[config.mk]
export PLATFORM = sky130hd
export DESIGN_NAME = rsn_element_parser_top
export DESIGN_NICKNAME = d
export VERILOG_FILES = /design/src/rtl/rsnep_pkg.sv /design/src/rtl/rsn_element_parser_top.sv
export SDC_FILE = /design/constraint.sdc
export NUM_CORES = 1
export LEC_CHECK = 0
export BUFFER_PORTS_ARGS = -buffer_cell sky130_fd_sc_hd__buf_2
export CORE_MARGIN = 2
export CORE_UTILIZATION = 60
export CTS_BUF_LIST = sky130_fd_sc_hd__clkbuf_8
export DETAILED_ROUTE_END_ITERATION = 7
export PLACE_DENSITY = 0.79
export SYNTH_ARGS = -nofsm -noshare
export SYNTH_HDL_FRONTEND = slang
export SYNTH_SLANG_ARGS = --single-unit
[constraint.sdc]
create_clock -name clk -period 6.7 [get_ports clk]
set_input_delay 1.34 -clock clk [delete_from_list [all_inputs] [get_ports clk]]
set_output_delay 1.34 -clock clk [all_outputs]
set_load 0.01 [all_outputs]
[src/rtl/rsnep_pkg.sv]
// Package for the RSN element parser: payload types, phase codes and status codes.
package rsnep_pkg;

  localparam int unsigned HDR_LEN = 2;
  localparam logic [7:0]  RSN_TAG        = 8'd48;
  localparam logic [15:0] VERSION_ONE    = 16'h0001;

  localparam logic [7:0] PREFIX_0 = 8'h00;
  localparam logic [7:0] PREFIX_1 = 8'h0f;
  localparam logic [7:0] PREFIX_2 = 8'hac;

  localparam logic [2:0] ST_OK        = 3'd0;
  localparam logic [2:0] ST_SHORT     = 3'd1;
  localparam logic [2:0] ST_TAG       = 3'd2;
  localparam logic [2:0] ST_MALFORMED = 3'd3;
  localparam logic [2:0] ST_SUITE     = 3'd4;
  localparam logic [2:0] ST_ZERO      = 3'd5;

  localparam logic [2:0]  GROUP_DEFAULT    = 3'd4;
  localparam logic [5:0]  PAIRWISE_DEFAULT = 6'b01_0000;
  localparam logic [9:0]  AKM_DEFAULT      = 10'b00_0000_0010;

  typedef enum logic [2:0] {
    PH_VERSION = 3'd0,
    PH_GROUP   = 3'd1,
    PH_PCOUNT  = 3'd2,
    PH_PLIST   = 3'd3,
    PH_ACOUNT  = 3'd4,
    PH_ALIST   = 3'd5,
    PH_CAPS    = 3'd6,
    PH_DONE    = 3'd7
  } phase_t;

  typedef struct packed {
    logic [7:0] data_byte;
    logic       last_byte;
  } in_t;

  typedef struct packed {
    logic [2:0]  status;
    logic [2:0]  group_suite;
    logic [5:0]  pairwise_mask;
    logic [9:0]  akm_mask;
    logic [13:0] capabilities;
  } out_t;

endpackage

[src/rtl/rsn_element_parser_top.sv]
// RSN security element parser: streams buffer bytes and returns one verdict per buffer.
//
// Input channel (in_valid/in_stall/in_data): one buffer byte per transaction,
// tag first, then length, then the element body; last_byte marks the final
// byte of the buffer. Output channel (out_valid/out_stall/out_data): one
// transaction per buffer carrying status, group cipher, suite masks and
// capabilities (all zero unless status is ok).
// Throughput is one byte per cycle while in_stall is low: each byte updates
// the parse state in the cycle it is accepted. The verdict appears in the
// output register in the cycle after the last byte is accepted. While a
// verdict is held by a stalled receiver, bytes that are not last are still
// accepted; a last byte stalls until the output register frees up, which it
// does in the cycle it drains. Reset (rst_n low, synchronous) empties the
// output register and returns the parser to the start of a buffer; the
// parser also returns there by itself after each last byte.
module rsn_element_parser_top (
  input  logic            clk,
  input  logic            rst_n,
  input  logic            in_valid,
  output logic            in_stall,
  input  rsnep_pkg::in_t  in_data,
  output logic            out_valid,
  input  logic            out_stall,
  output rsnep_pkg::out_t out_data
);

  logic [8:0]        byte_count_r, byte_count_nxt;
  logic [7:0]        tag_r, tag_nxt;
  logic [7:0]        len_r, len_nxt;
  rsnep_pkg::phase_t phase_r, phase_nxt;
  logic [1:0]        fbi_r, fbi_nxt;
  logic [7:0]        count_low_r, count_low_nxt;
  logic [5:0]        suites_left_r, suites_left_nxt;
  logic              prefix_match_r, prefix_match_nxt;
  logic [2:0]        error_r, error_nxt;
  logic [2:0]        group_r, group_nxt;
  logic [5:0]        pairwise_r, pairwise_nxt;
  logic [9:0]        akm_r, akm_nxt;
  logic [13:0]       caps_r, caps_nxt;
  logic              out_valid_r, out_valid_nxt;
  rsnep_pkg::out_t   out_data_r, out_data_nxt;

  logic in_accept;

  function automatic logic [7:0] prefix_byte(input logic [1:0] idx);
    logic [7:0] v;
    case (idx)
      2'd0:    v = rsnep_pkg::PREFIX_0;
      2'd1:    v = rsnep_pkg::PREFIX_1;
      default: v = rsnep_pkg::PREFIX_2;
    endcase
    return v;
  endfunction

  function automatic logic group_ok(input logic [7:0] t);
    return (t == 8'd1) || (t == 8'd2) || (t == 8'd4) || (t == 8'd5) || (t == 8'd7);
  endfunction

  function automatic logic pairwise_ok(input logic [7:0] t);
    return (t == 8'd0) || (t == 8'd1) || (t == 8'd2) || (t == 8'd4) || (t == 8'd5);
  endfunction

  function automatic logic akm_ok(input logic [7:0] t);
    return (t >= 8'd1) && (t <= 8'd9);
  endfunction

  assign in_stall  = out_valid_r && out_stall && in_data.last_byte;
  assign in_accept = in_valid && !in_stall;
  assign out_valid = out_valid_r;
  assign out_data  = out_data_r;

  always_comb begin
    logic [7:0]  b;
    logic [7:0]  rem;
    logic [7:0]  rem_after;
    logic        at_start;
    logic        pm_eff;
    logic [15:0] count;
    logic [5:0]  left_dec;
    logic        fail_en;
    logic [2:0]  fail_code;
    logic        short_buf;
    logic [2:0]  status;

    byte_count_nxt   = byte_count_r;
    tag_nxt          = tag_r;
    len_nxt          = len_r;
    phase_nxt        = phase_r;
    fbi_nxt          = fbi_r;
    count_low_nxt    = count_low_r;
    suites_left_nxt  = suites_left_r;
    prefix_match_nxt = prefix_match_r;
    error_nxt        = error_r;
    group_nxt        = group_r;
    pairwise_nxt     = pairwise_r;
    akm_nxt          = akm_r;
    caps_nxt         = caps_r;
    out_valid_nxt    = out_valid_r && out_stall;
    out_data_nxt     = out_data_r;

    b         = in_data.data_byte;
    rem       = 8'(({1'b0, len_r} + 9'(rsnep_pkg::HDR_LEN)) - byte_count_r);
    rem_after = rem - 8'd1;
    at_start  = (fbi_r == 2'd0);
    pm_eff    = at_start ? 1'b1 : prefix_match_r;
    count     = {b, count_low_r};
    left_dec  = suites_left_r - 6'd1;
    fail_en   = 1'b0;
    fail_code = rsnep_pkg::ST_OK;
    short_buf = 1'b0;
    status    = rsnep_pkg::ST_OK;

    if (in_accept) begin
      if (byte_count_r == 9'd0) begin
        tag_nxt = b;
      end else if (byte_count_r == 9'd1) begin
        len_nxt = b;
        if (b < 8'd2) begin
          fail_en   = 1'b1;
          fail_code = rsnep_pkg::ST_SHORT;
        end
      end else if ({1'b0, byte_count_r} <
                   10'(rsnep_pkg::HDR_LEN) + {2'b00, len_r}) begin
        unique case (phase_r)
          rsnep_pkg::PH_VERSION: begin
            if (at_start) begin
              count_low_nxt = b;
              fbi_nxt       = 2'd1;
            end else if (count != rsnep_pkg::VERSION_ONE) begin
              fail_en   = 1'b1;
              fail_code = rsnep_pkg::ST_MALFORMED;
            end else begin
              fbi_nxt   = 2'd0;
              phase_nxt = (rem_after == 8'd0) ? rsnep_pkg::PH_DONE : rsnep_pkg::PH_GROUP;
            end
          end
          rsnep_pkg::PH_GROUP: begin
            if (at_start && rem < 8'd4) begin
              fail_en   = 1'b1;
              fail_code = rsnep_pkg::ST_MALFORMED;
            end else if (fbi_r != 2'd3) begin
              prefix_match_nxt = pm_eff && (b == prefix_byte(fbi_r));
              fbi_nxt          = fbi_r + 2'd1;
            end else if (!pm_eff || !group_ok(b)) begin
              fail_en   = 1'b1;
              fail_code = rsnep_pkg::ST_SUITE;
            end else begin
              group_nxt = b[2:0];
              fbi_nxt   = 2'd0;
              phase_nxt = (rem_after == 8'd0) ? rsnep_pkg::PH_DONE : rsnep_pkg::PH_PCOUNT;
            end
          end
          rsnep_pkg::PH_PCOUNT, rsnep_pkg::PH_ACOUNT: begin
            if (at_start) begin
              if (rem < 8'd2) begin
                fail_en   = 1'b1;
                fail_code = rsnep_pkg::ST_MALFORMED;
              end else begin
                count_low_nxt = b;
                fbi_nxt       = 2'd1;
              end
            end else begin
              fbi_nxt = 2'd0;
              if (count == 16'd0) begin
                fail_en   = 1'b1;
                fail_code = rsnep_pkg::ST_ZERO;
              end else if (count > {10'd0, rem_after[7:2]}) begin
                // count * 4 exceeds what is left of the body
                fail_en   = 1'b1;
                fail_code = rsnep_pkg::ST_MALFORMED;
              end else begin
                suites_left_nxt = count[5:0];
                if (phase_r == rsnep_pkg::PH_PCOUNT) begin
                  phase_nxt    = rsnep_pkg::PH_PLIST;
                  pairwise_nxt = 6'd0;
                end else begin
                  phase_nxt = rsnep_pkg::PH_ALIST;
                  akm_nxt   = 10'd0;
                end
              end
            end
          end
          rsnep_pkg::PH_PLIST, rsnep_pkg::PH_ALIST: begin
            if (fbi_r != 2'd3) begin
              prefix_match_nxt = pm_eff && (b == prefix_byte(fbi_r));
              fbi_nxt          = fbi_r + 2'd1;
            end else if (!pm_eff ||
                         ((phase_r == rsnep_pkg::PH_PLIST) ? !pairwise_ok(b) : !akm_ok(b))) begin
              fail_en   = 1'b1;
              fail_code = rsnep_pkg::ST_SUITE;
            end else begin
              if (phase_r == rsnep_pkg::PH_PLIST) begin
                pairwise_nxt = pairwise_r | (6'd1 << b[2:0]);
              end else begin
                akm_nxt = akm_r | (10'd1 << b[3:0]);
              end
              fbi_nxt         = 2'd0;
              suites_left_nxt = left_dec;
              if (left_dec == 6'd0) begin
                if (rem_after == 8'd0) begin
                  phase_nxt = rsnep_pkg::PH_DONE;
                end else if (phase_r == rsnep_pkg::PH_PLIST) begin
                  phase_nxt = rsnep_pkg::PH_ACOUNT;
                end else begin
                  phase_nxt = rsnep_pkg::PH_CAPS;
                end
              end
            end
          end
          rsnep_pkg::PH_CAPS: begin
            if (at_start) begin
              if (rem < 8'd2) begin
                fail_en   = 1'b1;
                fail_code = rsnep_pkg::ST_MALFORMED;
              end else begin
                caps_nxt = {6'd0, b};
                fbi_nxt  = 2'd1;
              end
            end else begin
              caps_nxt  = {caps_r[13:9] | b[5:1], caps_r[8:0]};
              fbi_nxt   = 2'd0;
              phase_nxt = rsnep_pkg::PH_DONE;
            end
          end
          rsnep_pkg::PH_DONE: begin
          end
          default: begin
          end
        endcase
      end

      // keep the first error; any error ends the parse
      if (fail_en) begin
        if (error_r == rsnep_pkg::ST_OK) begin
          error_nxt = fail_code;
        end
        phase_nxt = rsnep_pkg::PH_DONE;
      end

      if (byte_count_r != 9'h1ff) begin
        byte_count_nxt = byte_count_r + 9'd1;
      end

      if (in_data.last_byte) begin
        short_buf = (byte_count_nxt < 9'(rsnep_pkg::HDR_LEN)) ||
                    ({1'b0, byte_count_nxt} <
                     10'(rsnep_pkg::HDR_LEN) + {2'b00, len_nxt});
        if (short_buf) begin
          status = rsnep_pkg::ST_SHORT;
        end else if (tag_nxt != rsnep_pkg::RSN_TAG) begin
          status = rsnep_pkg::ST_TAG;
        end else begin
          status = error_nxt;
        end

        out_valid_nxt       = 1'b1;
        out_data_nxt.status = status;
        if (status == rsnep_pkg::ST_OK) begin
          out_data_nxt.group_suite   = group_nxt;
          out_data_nxt.pairwise_mask = pairwise_nxt;
          out_data_nxt.akm_mask      = akm_nxt;
          out_data_nxt.capabilities  = caps_nxt;
        end else begin
          out_data_nxt.group_suite   = 3'd0;
          out_data_nxt.pairwise_mask = 6'd0;
          out_data_nxt.akm_mask      = 10'd0;
          out_data_nxt.capabilities  = 14'd0;
        end

        // drop all parse state for the next buffer
        byte_count_nxt   = 9'd0;
        tag_nxt          = 8'd0;
        len_nxt          = 8'd0;
        phase_nxt        = rsnep_pkg::PH_VERSION;
        fbi_nxt          = 2'd0;
        count_low_nxt    = 8'd0;
        suites_left_nxt  = 6'd0;
        prefix_match_nxt = 1'b1;
        error_nxt        = rsnep_pkg::ST_OK;
        group_nxt        = rsnep_pkg::GROUP_DEFAULT;
        pairwise_nxt     = rsnep_pkg::PAIRWISE_DEFAULT;
        akm_nxt          = rsnep_pkg::AKM_DEFAULT;
        caps_nxt         = 14'd0;
      end
    end
  end

  always_ff @(posedge clk) begin
    if (!rst_n) begin
      byte_count_r   <= 9'd0;
      tag_r          <= 8'd0;
      len_r          <= 8'd0;
      phase_r        <= rsnep_pkg::PH_VERSION;
      fbi_r          <= 2'd0;
      count_low_r    <= 8'd0;
      suites_left_r  <= 6'd0;
      prefix_match_r <= 1'b1;
      error_r        <= rsnep_pkg::ST_OK;
      group_r        <= rsnep_pkg::GROUP_DEFAULT;
      pairwise_r     <= rsnep_pkg::PAIRWISE_DEFAULT;
      akm_r          <= rsnep_pkg::AKM_DEFAULT;
      caps_r         <= 14'd0;
      out_valid_r    <= 1'b0;
    end else begin
      byte_count_r   <= byte_count_nxt;
      tag_r          <= tag_nxt;
      len_r          <= len_nxt;
      phase_r        <= phase_nxt;
      fbi_r          <= fbi_nxt;
      count_low_r    <= count_low_nxt;
      suites_left_r  <= suites_left_nxt;
      prefix_match_r <= prefix_match_nxt;
      error_r        <= error_nxt;
      group_r        <= group_nxt;
      pairwise_r     <= pairwise_nxt;
      akm_r          <= akm_nxt;
      caps_r         <= caps_nxt;
      out_valid_r    <= out_valid_nxt;
    end
  end

  always_ff @(posedge clk) begin
    out_data_r <= out_data_nxt;
  end

`ifndef SYNTHESIS
  a_last_gives_result: assert property (@(posedge clk) disable iff (!rst_n)
    in_accept && in_data.last_byte |=> out_valid_r)
    else $error("last byte accepted without a result");

  a_last_restarts: assert property (@(posedge clk) disable iff (!rst_n)
    in_accept && in_data.last_byte |=> byte_count_r == 9'd0 &&
      phase_r == rsnep_pkg::PH_VERSION && error_r == rsnep_pkg::ST_OK)
    else $error("parser did not restart after last byte");

  a_error_zeroes_fields: assert property (@(posedge clk) disable iff (!rst_n)
    out_valid_r && out_data_r.status != rsnep_pkg::ST_OK |->
      out_data_r.group_suite == 3'd0 && out_data_r.pairwise_mask == 6'd0 &&
      out_data_r.akm_mask == 10'd0 && out_data_r.capabilities == 14'd0)
    else $error("error verdict carries nonzero fields");

  a_done_on_error: assert property (@(posedge clk) disable iff (!rst_n)
    error_r != rsnep_pkg::ST_OK |-> phase_r == rsnep_pkg::PH_DONE)
    else $error("latched error while parse still running");
`endif

endmodule

==> results.sh, run 1 <==
export IMPL_status="completed"
export IMPL_drc_errors=0
export IMPL_antenna_found_initial=0
export IMPL_min_from="pairwise_r[3]"
export IMPL_grt_overflow=0
export IMPL_yosysWarnings=0
export IMPL_die_w_um=116.8
export IMPL_wl_per_cell_um=20.51
export IMPL_rsz0062_at_grt="false"
export IMPL_via_per_inst=6.446
export IMPL_core_area_um2=12520
export IMPL_cp_startpoint="len_r[1]"
export IMPL_drtAntennaViolNets=0
export IMPL_p_total_w=0.001657
export IMPL_place_port_buffers=50
export IMPL_ys_flop_type="dfxtp_1"
export IMPL_initial_core_util_pct=60.97
export IMPL_async_reset_ff_share_pct=0
export IMPL_p_clk_share_pct=42.0
export IMPL_clockBufferDepth=2
export IMPL_maxSlewHeadroom_pct=24.34
export IMPL_peakVddDrop_mv=0.1982
export IMPL_path_max_fanout=17
export IMPL_n_fill_cell=1031
export IMPL_cts_root_buf="clkbuf_8"
export IMPL_seqPwrFrac_pct=45.8
export IMPL_drtIter0Drc=804
export IMPL_rows=41
export IMPL_finalSetupTns_ns=0
export IMPL_area_delta_synth_final_pct=10.28
export IMPL_critPathSlowestCell="or4_4"
export IMPL_cts_hold_buffers=0
export IMPL_first_pass_iters=7
export IMPL_hold_path_class="reg2reg"
export IMPL_totalWireLength_um=22090
export IMPL_crit_path_start_kind="flip-flop"
export IMPL_min_period_over_period_pct=93.07
export IMPL_grt_pass1_wl_um=33970
export IMPL_path_buf_inv=2
export IMPL_grtUsageTotal_pct=32.74
export IMPL_worstPathRequired_ns=6.90
export IMPL_mappedNetlistArea_um2=7631
export IMPL_die_area_um2=13640
export IMPL_max_stage_delay_ns=0.52
export IMPL_power_leakage_nw=3.158
export IMPL_synth_seq_area_share_pct=35.68
export IMPL_vias=6942
export IMPL_clock_skew_ns=0.02102
export IMPL_grt_max_degree=78
export IMPL_tightest_slew_ns=1.131
export IMPL_cts_tree="built"
export IMPL_r2r_start="len_r[1]"
export IMPL_drv_cap=0
export IMPL_crit_path_end_kind="flip-flop"
export IMPL_antenna_cells=0
export IMPL_arrival_ns=6.44
export IMPL_dp_hpwl_um=15270
export IMPL_avgSynthCellArea_um2=8.873
export IMPL_clock_sinks=118
export IMPL_maxSlewViolCount=0
export IMPL_synth_nets=921
export IMPL_worstSkewPairLatency_ns=0.47
export IMPL_ys_ff_latch=118
export IMPL_cts_buffers=17
export IMPL_synth_cells=860
export IMPL_pwr_share_comb_pct=12.2
export IMPL_synth_edf_count=36
export IMPL_worstSetupPathType="reg2reg"
export IMPL_htreeDepth=4
export IMPL_fmax_mhz=160.4
export IMPL_hold_viol=0
export IMPL_gp_congestion=0.9588
export IMPL_io_pins=51
export IMPL_path_cells="inv_1 -> ha_1 -> inv_1 -> ha_1 -> fa_1 -> xor2_1 -> or4_4 -> and2_1 -> nor3_1 -> nor2b_1 -> xnor2_1 -> ha_1 -> nor4bb_2 -> o211ai_1 -> a21boi_0 -> a21oi_1 -> o31ai_1 -> a311oi_4 -> nand4_4 -> nor2_1"
export IMPL_yosysUniqueCellTypes=84
export IMPL_setup_viol_count_final=0
export IMPL_fin_crit_ns=6.236
export IMPL_fin_nets=953
export IMPL_die_height_um=116.8
export IMPL_switching_share_pct=28.62
export IMPL_clk_pin_slew_worst_paths_ns=0.08
export IMPL_p_switching_w=0.0004743
export IMPL_powerDensity_nw_per_um2=196.9
export IMPL_grt_pass1_vias=6551
export IMPL_crit_path_frequent_cell="ha_1"
export IMPL_drive_gt1_share_pct=14.59
export IMPL_p_int_w=0.001183
export IMPL_crit_family="simple AND/OR/NAND/NOR gates"
## timing repair
item / 4_1_cts / 5_1_grt
gates resized for setup: 0 / 6
setup buffers: 0 / 0
endpoints found under the setup margin: 0 / 33
## cell families (layout without fill, tap and decap cells)
group	Yosys count	in the layout	synth area share, %
and+or+nand+nor	353	354	25.89
AOI/OAI and AO/OA	193	193	17.40
DFF	118	118	35.68
buffers and inverters	79	123	4.263
adders and majority gates	48	48	7.968
muxes	39	39	5.181
xor gates and xnor gates	30	30	3.623
## per-layer routing
metal  part of all wire, %  up-vias  track usage (%)
met5                     0        -                0
met4                   3.6        0            15.69
met3                   9.3       81            8.548
met2                    45      377            49.83
met1                    42     3275            43.52
li1                      -     3209                -
## cell type report
class | instances | area [um2] | share of cell area, %
inverter | 34 | 127.6 | 1.516
clock inverter | 15 | 176.4 | 2.096
timing repair buffer | 57 | 302.8 | 3.598
multi-input combinational | 664 | 4637 | 55.10
sequential | 118 | 2723 | 32.35
clock buffer | 17 | 234.0 | 2.780
tap | 172 | 215.2 | 2.557
## cell usage after synthesis, types with 10 or more instances
master	count	share of area, %
nand2_1	67	3.3
a31oi_1	17	1.4
xnor2_1	17	2.0
o21ai_0	29	1.9
nand4_1	11	0.90
a22oi_1	24	2.4
nor2b_1	51	4.2
xor2_1	12	1.4
nor2_1	91	4.5
nor3_1	25	1.6
and3_1	10	0.82
clkbuf_1	33	1.6
nor3_2	18	2.4
dfxtp_1	82	22
mux2i_1	35	4.6
and2_1	11	0.90
edfxtp_1	36	14
a21oi_1	40	2.6
nand3_1	18	1.2
ha_1	47	7.7
inv_1	32	1.6
o22ai_1	10	0.82
## path summary, 6_finish.rpt
path / slack (ns) / end / depth (start not counted)
worst max register to register: 0.46 / out_data[32] / 20
worst min register to register: 0.45 / pairwise_r[3] / 2
worst min-delay path: 0.45 / pairwise_r[3] / 2
worst max-delay path: 0.46 / out_data[32] / 20
## stage by stage
stage | util (%) | cell area (um2) | hold WS, ns | worst slack (ns) | std cells
floorplan | - | 7631 | 0.4171 | 1.341 | 860
global placement | 63.52 | 7951 | 0.4320 | 0.6705 | 1044
detailed placement | 63.52 | 7951 | 0.4416 | 0.3275 | 1044
CTS | 66.80 | 8362 | 0.4509 | 0.3114 | 1076
global route | 67.23 | 8416 | 0.4755 | 0.09176 | 1077
finish | 67.23 | 8416 | 0.4462 | 0.4640 | 1077
## layout by cell type (no fill, tap or decap), types with 10 or more instances in the layout
cell	Yosys	routed
o21ai_0	29	29
buf_2	8	50
clkbuf_8	0	17
ha_1	47	47
edfxtp_1	36	36
a31oi_1	17	16
nand3_1	18	18
xnor2_1	17	17
dfxtp_1	82	82
and2_1	11	11
a22oi_1	24	24
nor3_2	18	18
mux2i_1	35	35
nor2b_1	51	51
a21oi_1	40	40
and3_1	10	10
nor2_1	91	91
inv_1	32	32
nor3_1	25	25
nand2_1	67	67
xor2_1	12	12
o22ai_1	10	10
nand4_1	11	11
## worst register-to-register path, delay by kind of cell, from the launching register on
family / cells / cell delay [ns]
flip-flops: 1 / 0.42
adder cells (fa/ha/maj): 4 / 1.30
buffers and inverters: 2 / 0.13
AO/OA/AOI/OAI: 5 / 1.58
XOR/XNOR: 2 / 0.32
AND/OR/NAND/NOR: 7 / 2.22
## power by group through the flow
| stage | clock network [W] | registers, W | logic [W] |
|---|---|---|---|
| floorplan | 0 | 0.000774 | 0.000133 |
| global placement | 0 | 0.000773 | 0.000186 |
| detailed placement | 0 | 0.000774 | 0.000191 |
| CTS | 0.000696 | 0.000758 | 0.000193 |
| global route | 0.000726 | 0.000760 | 0.000217 |
| finish | 0.000696 | 0.000758 | 0.000202 |
## state kept, by name, indices dropped and copies added (netlist names)
signal	cells
tag_r	8
suites_left_r	6
error_r	3
byte_count_r	9
caps_r	14
group_r	3
count_low_r	8
phase_r	3
fbi_r	2
out_data	36
akm_r	10
out_valid	1
prefix_match_r	1
len_r	8
pairwise_r	6
No activity file was read; power rests on OpenSTA's default activity.
==> run 2, diff against run 1 <==
--- a/config.mk
+++ b/config.mk
@@ -5,9 +5,10 @@
 export SDC_FILE = /design/constraint.sdc
 export NUM_CORES = 1
 export LEC_CHECK = 0
+export ABC_AREA = 1
 export BUFFER_PORTS_ARGS = -buffer_cell sky130_fd_sc_hd__buf_2
 export CORE_MARGIN = 2
-export CORE_UTILIZATION = 60
+export CORE_UTILIZATION = 57
 export CTS_BUF_LIST = sky130_fd_sc_hd__clkbuf_8
 export DETAILED_ROUTE_END_ITERATION = 7
 export PLACE_DENSITY = 0.79
==> constraint.sdc (replaced) <==
create_clock -name clk -period 5.4 [get_ports clk]
set_input_delay 1.08 -clock clk [delete_from_list [all_inputs] [get_ports clk]]
set_output_delay 1.08 -clock clk [all_outputs]
set_load 0.01 [all_outputs]
==> run 2 against run 1 <==
Non-clock buffer count decreased by 1. Clock power rose by 14%. Global-route usage shrank 4.2 points. Clock-buffer cell count grew 1. Flip-flop and latch count unchanged. Sequential share of layout area decreased by 0.28 points. First-iteration DRC count fell by 15%. Worst setup slack lost 0.062 ns. Clock skew shrank 0.0099 ns. Critical path depth grew 1.
==> results.sh, run 2 <==
export IMPL_power_leakage_nw=3.701
export IMPL_min_from="tag_r[0]"
export IMPL_max_stage_delay_ns=0.51
export IMPL_die_w_um=120.5
export IMPL_gp_congestion=0.9856
export IMPL_grtUsageTotal_pct=28.58
export IMPL_synth_nets=1146
export IMPL_setup_viol_count_final=0
export IMPL_vias=7387
export IMPL_clk_pin_slew_worst_paths_ns=0.07
export IMPL_path_max_fanout=18
export IMPL_initial_core_util_pct=58.44
export IMPL_fmax_mhz=200.1
export IMPL_cp_startpoint="len_r[1]"
export IMPL_drtAntennaViolNets=0
export IMPL_fin_nets=1184
export IMPL_cts_tree="built"
export IMPL_synth_seq_area_share_pct=35.18
export IMPL_tightest_slew_ns=0.7095
export IMPL_worstSetupPathType="reg2reg"
export IMPL_synth_top_cell_area_share_pct=21.21
export IMPL_core_area_um2=13240
export IMPL_drtIter0Drc=683
export IMPL_dp_hpwl_um=14350
export IMPL_crit_path_end_kind="flip-flop"
export IMPL_async_reset_ff_share_pct=0
export IMPL_rsz0062_at_grt="false"
export IMPL_largest_register_ffs=36
export IMPL_powerDensity_nw_per_um2=239.2
export IMPL_via_per_inst=5.630
export IMPL_grt_pass1_wl_um=32910
export IMPL_whs_path_depth=2
export IMPL_drive_gt1_share_pct=14.08
export IMPL_synth_edf_count=36
export IMPL_area_delta_synth_final_pct=9.685
export IMPL_die_area_um2=14530
export IMPL_worstPathRequired_ns=5.60
export IMPL_place_port_buffers=50
export IMPL_cts_buffers=17
export IMPL_cts_root_buf="clkbuf_8"
export IMPL_crit_family="simple AND/OR/NAND/NOR gates"
export IMPL_maxSlewHeadroom_pct=52.59
export IMPL_maxSlewViolCount=0
export IMPL_drc_errors=0
export IMPL_min_period_over_period_pct=92.55
export IMPL_yosys_top_cells_area="dfxtp_1 (21%), edfxtp_1 (14%), nand2_1 (12%)"
export IMPL_crit_path_start_kind="flip-flop"
export IMPL_n_fill_cell=1208
export IMPL_r2r_cells=21
export IMPL_arrival_ns=5.19
export IMPL_synth_cells=1085
export IMPL_r2r_start="len_r[1]"
export IMPL_mappedNetlistArea_um2=7739
export IMPL_finalSetupTns_ns=0
export IMPL_post_cts_buffers=0
export IMPL_clockBufferDepth=2
export IMPL_clock_sinks=118
export IMPL_totalWireLength_um=20450
export IMPL_synth_common_cells="nand2_1 (254), inv_1 (138), a21oi_1 (91), nand3_1 (85)"
export IMPL_hold_viol=0
export IMPL_first_pass_iters=5
export IMPL_rows=42
export IMPL_status="completed"
export IMPL_antenna_cells=0
export IMPL_die_height_um=120.5
export IMPL_yosysUniqueCellTypes=53
export IMPL_ctsResizeCount=0
export IMPL_ys_flop_type="dfxtp_1"
export IMPL_synth_top_cell_by_area="dfxtp_1"
export IMPL_crit_path_frequent_cell="nand2_1"
export IMPL_path_cells="inv_1 -> ha_1 -> inv_1 -> ha_1 -> fa_1 -> xnor2_1 -> nand2_1 -> nor3_2 -> nand3_1 -> nor2_1 -> xnor2_1 -> ha_1 -> nand2_1 -> nor3b_1 -> nand3_1 -> nand2_1 -> nand3_2 -> a211oi_1 -> nand2_1 -> nand2_1 -> nor2_2"
export IMPL_layout_common_cells="nand2_1 (254), inv_1 (139), a21oi_1 (91)"
export IMPL_grt_max_degree=53
export IMPL_io_pins=51
export IMPL_final_common_cell="nand2_1"
export IMPL_drv_cap=0
export IMPL_antenna_found_initial=0
export IMPL_worst_slack_ns=0.4021
export IMPL_hold_path_class="reg2reg"
export IMPL_grt_pass1_vias=6926
export IMPL_critPathSlowestCell="nand2_1"
export IMPL_avgSynthCellArea_um2=7.132
export IMPL_multi_input_area_um2=4314
export IMPL_path_buf_inv=2
export IMPL_wl_per_cell_um=15.59
export IMPL_peakVddDrop_mv=0.1245
export IMPL_ys_ff_latch=118
export IMPL_clock_skew_ns=0.01117
export IMPL_yosysWarnings=0
export IMPL_cts_hold_buffers=0
export IMPL_regArea_um2=2723
export IMPL_crit_cells=21
export IMPL_fin_crit_ns=4.998
export IMPL_yosysMostFrequentCell="nand2_1"
export IMPL_htreeDepth=4
export IMPL_worstSkewPairLatency_ns=0.45
export IMPL_grt_overflow=0
export IMPL_pre_cts_ws_ns=0.3483
==> run 2: layer usage <==
layer / global-route usage [%] / up-vias / wire length [um]
li1: - / 3662 / -
met1: 38.02 / 3392 / 9026
met2: 46.33 / 288 / 9414
met3: 4.717 / 45 / 1472
met4: 11.56 / 0 / 538
met5: 0 / - / 0
==> run 2: cell families after synthesis <==
kind of cell    share of synthesized area, %
simple gates                           30.09
xor+xnor                               2.716
buf+inv                                9.539
flops                                  35.18
fa+ha+maj                              7.858
compound gates                         14.62
==> run 2: area by class of cell <==
class / count / area share [%]
Sequential cell: 118 / 32.08
Inverter: 147 / 6.501
Clock inverter: 14 / 1.607
Clock buffer: 18 / 2.919
Tap cell: 176 / 2.594
Multi-Input combinational cell: 783 / 50.83
Timing Repair Buffer: 56 / 3.479
==> run 2: per-stage QoR <==
step                instances  util, %  hold WS (ns)  power [W]  area [um2]
finish                   1312    64.10        0.4636   0.002030        8488
CTS                      1311    63.93        0.4655   0.002029        8466
global route             1312    64.10        0.4822   0.002113        8488
floorplan                1085        -        0.4363   0.001171        7739
detailed placement       1279    61.03        0.4545   0.001247        8082
global placement         1279    61.03        0.4491   0.001243        8082
==> run 2: worst min-delay path: stages, from the launching register on <==
cell and delay [ns]:
dfxtp_1 0.31, nand2_1 0.06, a21oi_1 0.05
==> run 2: where the power goes <==
part	total (W)	internal [W]	switching (W)
Sequential	0.000949	0.000934	0.0000152
Combinational	0.000286	0.0000859	0.000200
Clock	0.000795	0.000416	0.000379
==> run 2: final timing paths <==
path                  endpoint  slack, ns
hold reg to reg       tag_r[0]       0.46
hold / removal        tag_r[0]       0.46
setup / recovery  out_data[21]       0.40
setup reg to reg  out_data[21]       0.40
==> run 3, diff against run 2 <==
--- a/config.mk
+++ b/config.mk
@@ -8,10 +8,11 @@
 export ABC_AREA = 1
 export BUFFER_PORTS_ARGS = -buffer_cell sky130_fd_sc_hd__buf_2
 export CORE_MARGIN = 2
-export CORE_UTILIZATION = 57
+export CORE_UTILIZATION = 60
 export CTS_BUF_LIST = sky130_fd_sc_hd__clkbuf_8
 export DETAILED_ROUTE_END_ITERATION = 7
 export PLACE_DENSITY = 0.79
+export SLEW_MARGIN = 15
 export SYNTH_ARGS = -nofsm -noshare
 export SYNTH_HDL_FRONTEND = slang
 export SYNTH_SLANG_ARGS = --single-unit
==> constraint.sdc (replaced) <==
create_clock -name clk -period 4.9 [get_ports clk]
set_input_delay 0.98 -clock clk [delete_from_list [all_inputs] [get_ports clk]]
set_output_delay 0.98 -clock clk [all_outputs]
set_load 0.01 [all_outputs]
==> run 3 against run 2 <==
Via count fell by 1.4%. Critical path type unchanged. Critical endpoint is now out_data[5]. Routed wire length fell by 3.1%. Worst setup slack lost 0.056 ns. Final cell count is 0.23% higher. Sequential share of layout area fell by 0.30 points.
==> results.sh, run 3 (same netlist as run 2, synthesis figures left out) <==
export IMPL_status="completed"
export IMPL_worstSkewPairLatency_ns=0.46
export IMPL_maxSlewHeadroom_pct=57.20
export IMPL_r2r_cells=27
export IMPL_r2r_start="byte_count_r[2]"
export IMPL_largest_register_ffs=36
export IMPL_clock_sinks=118
export IMPL_grt_max_degree=53
export IMPL_cts_root_buf="clkbuf_8"
export IMPL_min_period_over_period_pct=92.94
export IMPL_antenna_found_initial=0
export IMPL_power_leakage_nw=3.770
export IMPL_setup_viol_count_final=0
export IMPL_crit_path_frequent_cell="nand2_1"
export IMPL_layout_common_cells="nand2_1 (254), inv_1 (138), a21oi_1 (91)"
export IMPL_maxSlewViolCount=0
export IMPL_cts_hold_buffers=0
export IMPL_grt_pass1_vias=6813
export IMPL_rsz0062_at_grt="false"
export IMPL_clock_skew_ns=0.01327
export IMPL_via_per_inst=5.539
export IMPL_final_common_cell="nand2_1"
export IMPL_stdcell_count=1315
export IMPL_tightest_slew_ns=0.6336
export IMPL_die_w_um=117.6
export IMPL_place_port_buffers=50
export IMPL_crit_path_end_kind="flip-flop"
export IMPL_cts_tree="built"
export IMPL_hold_path_class="reg2reg"
export IMPL_path_buf_inv=3
export IMPL_fin_nets=1191
export IMPL_crit_path_start_kind="flip-flop"
export IMPL_worstSetupPathType="reg2reg"
export IMPL_worstPathRequired_ns=5.21
export IMPL_r2r_end="out_data[5]"
export IMPL_cts_buffers=17
export IMPL_drtAntennaViolNets=0
export IMPL_gp_congestion=1.005
export IMPL_grt_overflow=0
export IMPL_whs_path_depth=2
export IMPL_htreeDepth=4
export IMPL_n_fill_cell=1086
export IMPL_clk_pin_slew_worst_paths_ns=0.08
export IMPL_max_stage_delay_ns=0.49
export IMPL_hold_viol=0
export IMPL_drtIter0Drc=576
export IMPL_area_delta_synth_final_pct=10.78
export IMPL_fin_crit_ns=4.554
export IMPL_rows=41
export IMPL_crit_family="simple AND/OR/NAND/NOR gates"
export IMPL_fmax_mhz=219.6
export IMPL_dp_hpwl_um=14510
export IMPL_hold_path_end="pairwise_r[0]"
export IMPL_r2r_slack_ns=0.35
export IMPL_finalSetupTns_ns=0
export IMPL_grt_pass1_wl_um=32850
export IMPL_dp_cells=1283
export IMPL_arrival_ns=4.87
export IMPL_drive_gt1_share_pct=14.96
export IMPL_multi_input_area_um2=4297
export IMPL_p_total_w=0.002306
export IMPL_initial_core_util_pct=61.32
export IMPL_min_from="pairwise_r[0]"
export IMPL_regArea_um2=2724
export IMPL_path_max_fanout=27
export IMPL_die_height_um=117.6
export IMPL_grtUsageTotal_pct=29.68
export IMPL_drv_cap=0
export IMPL_totalWireLength_um=19810
export IMPL_die_area_um2=13820
export IMPL_wl_per_cell_um=15.06
export IMPL_critPathSlowestCell="dfxtp_1"
export IMPL_peakVddDrop_mv=0.1417
export IMPL_core_area_um2=12620
export IMPL_drc_errors=0
export IMPL_clockBufferDepth=2
export IMPL_first_pass_iters=6
export IMPL_antenna_cells=0
export IMPL_vias=7284
export IMPL_powerDensity_nw_per_um2=269.0
export IMPL_io_pins=51
-- run 3: changes by cell type in the layout (fill, tap and decap cells not counted) --
cell	change
dfxtp_2	+1
clkinvlp_4	-2
clkinv_2	-1
buf_12	+1
clkinv_1	-2
clkinv_4	-2
nand3_4	-1
inv_1	-1
buf_4	+7
inv_4	+3
dfxtp_1	-1
inv_6	+1
clkbuf_8	+4
-- run 3: cell type report --
cell class              count  area share (%)
well taps                 172           2.510
clock inverters            10           1.343
clock buffers              22           3.532
flip-flops and latches    118           31.77
multi-input cells         782           50.12
inverters                 147           6.436
repair buffers             64           4.291
-- run 3: worst max path at each step --
stage / start / endpoint / slack [ns] / depth (start not counted)
after floorplan: len_r[1] / out_data[16] / 0.71 / 22
after detailed placement: len_r[1] / out_data[9] / 0.41 / 29
after global routing: byte_count_r[2] / out_data[5] / 0.03 / 27
after global placement: len_r[1] / out_data[7] / 0.57 / 29
final: byte_count_r[2] / out_data[5] / 0.35 / 27
after CTS: len_r[1] / out_data[5] / 0.37 / 29
-- run 3: routing by layer --
layer	GRT usage [%]	wire, um	up-vias
met5	0	0	-
li1	-	-	3667
met4	12.05	546	0
met3	6.977	1806	45
met2	48.03	9148	294
met1	38.35	8308	3278
-- run 3: power breakdown --
part	total (W)	leakage, nW	switching, W	internal [W]
Sequential	0.00105	1.01	0.0000169	0.00103
Clock	0.000944	0.215	0.000422	0.000522
Combinational	0.000316	2.55	0.000219	0.0000973
-- run 3: metrics by stage --
step | setup slack [ns] | hold WS, ns | util [%] | cell area (um2)
6_report | 0.3461 | 0.4635 | 67.94 | 8573
5_1_grt | 0.02855 | 0.4857 | 67.94 | 8573
4_1_cts | 0.3650 | 0.4652 | 67.89 | 8567
3_5_place_dp | 0.4134 | 0.4505 | 64.57 | 8149
2_1_floorplan | 0.7105 | 0.4363 | - | 7739
3_3_place_gp | 0.5674 | 0.4461 | 64.57 | 8149
-- run 3: what timing repair did --
action	CTS	global route
setup endpoints to repair	0	27
resized for setup	0	2
endpoints found under the hold margin	0	0
setup buffers	0	0
-- run 3: tightest hold or removal path, cell delays in order, from the launching register on --
cell and delay, ns:
dfxtp_1 0.31, nand2_1 0.06, a21oi_1 0.06
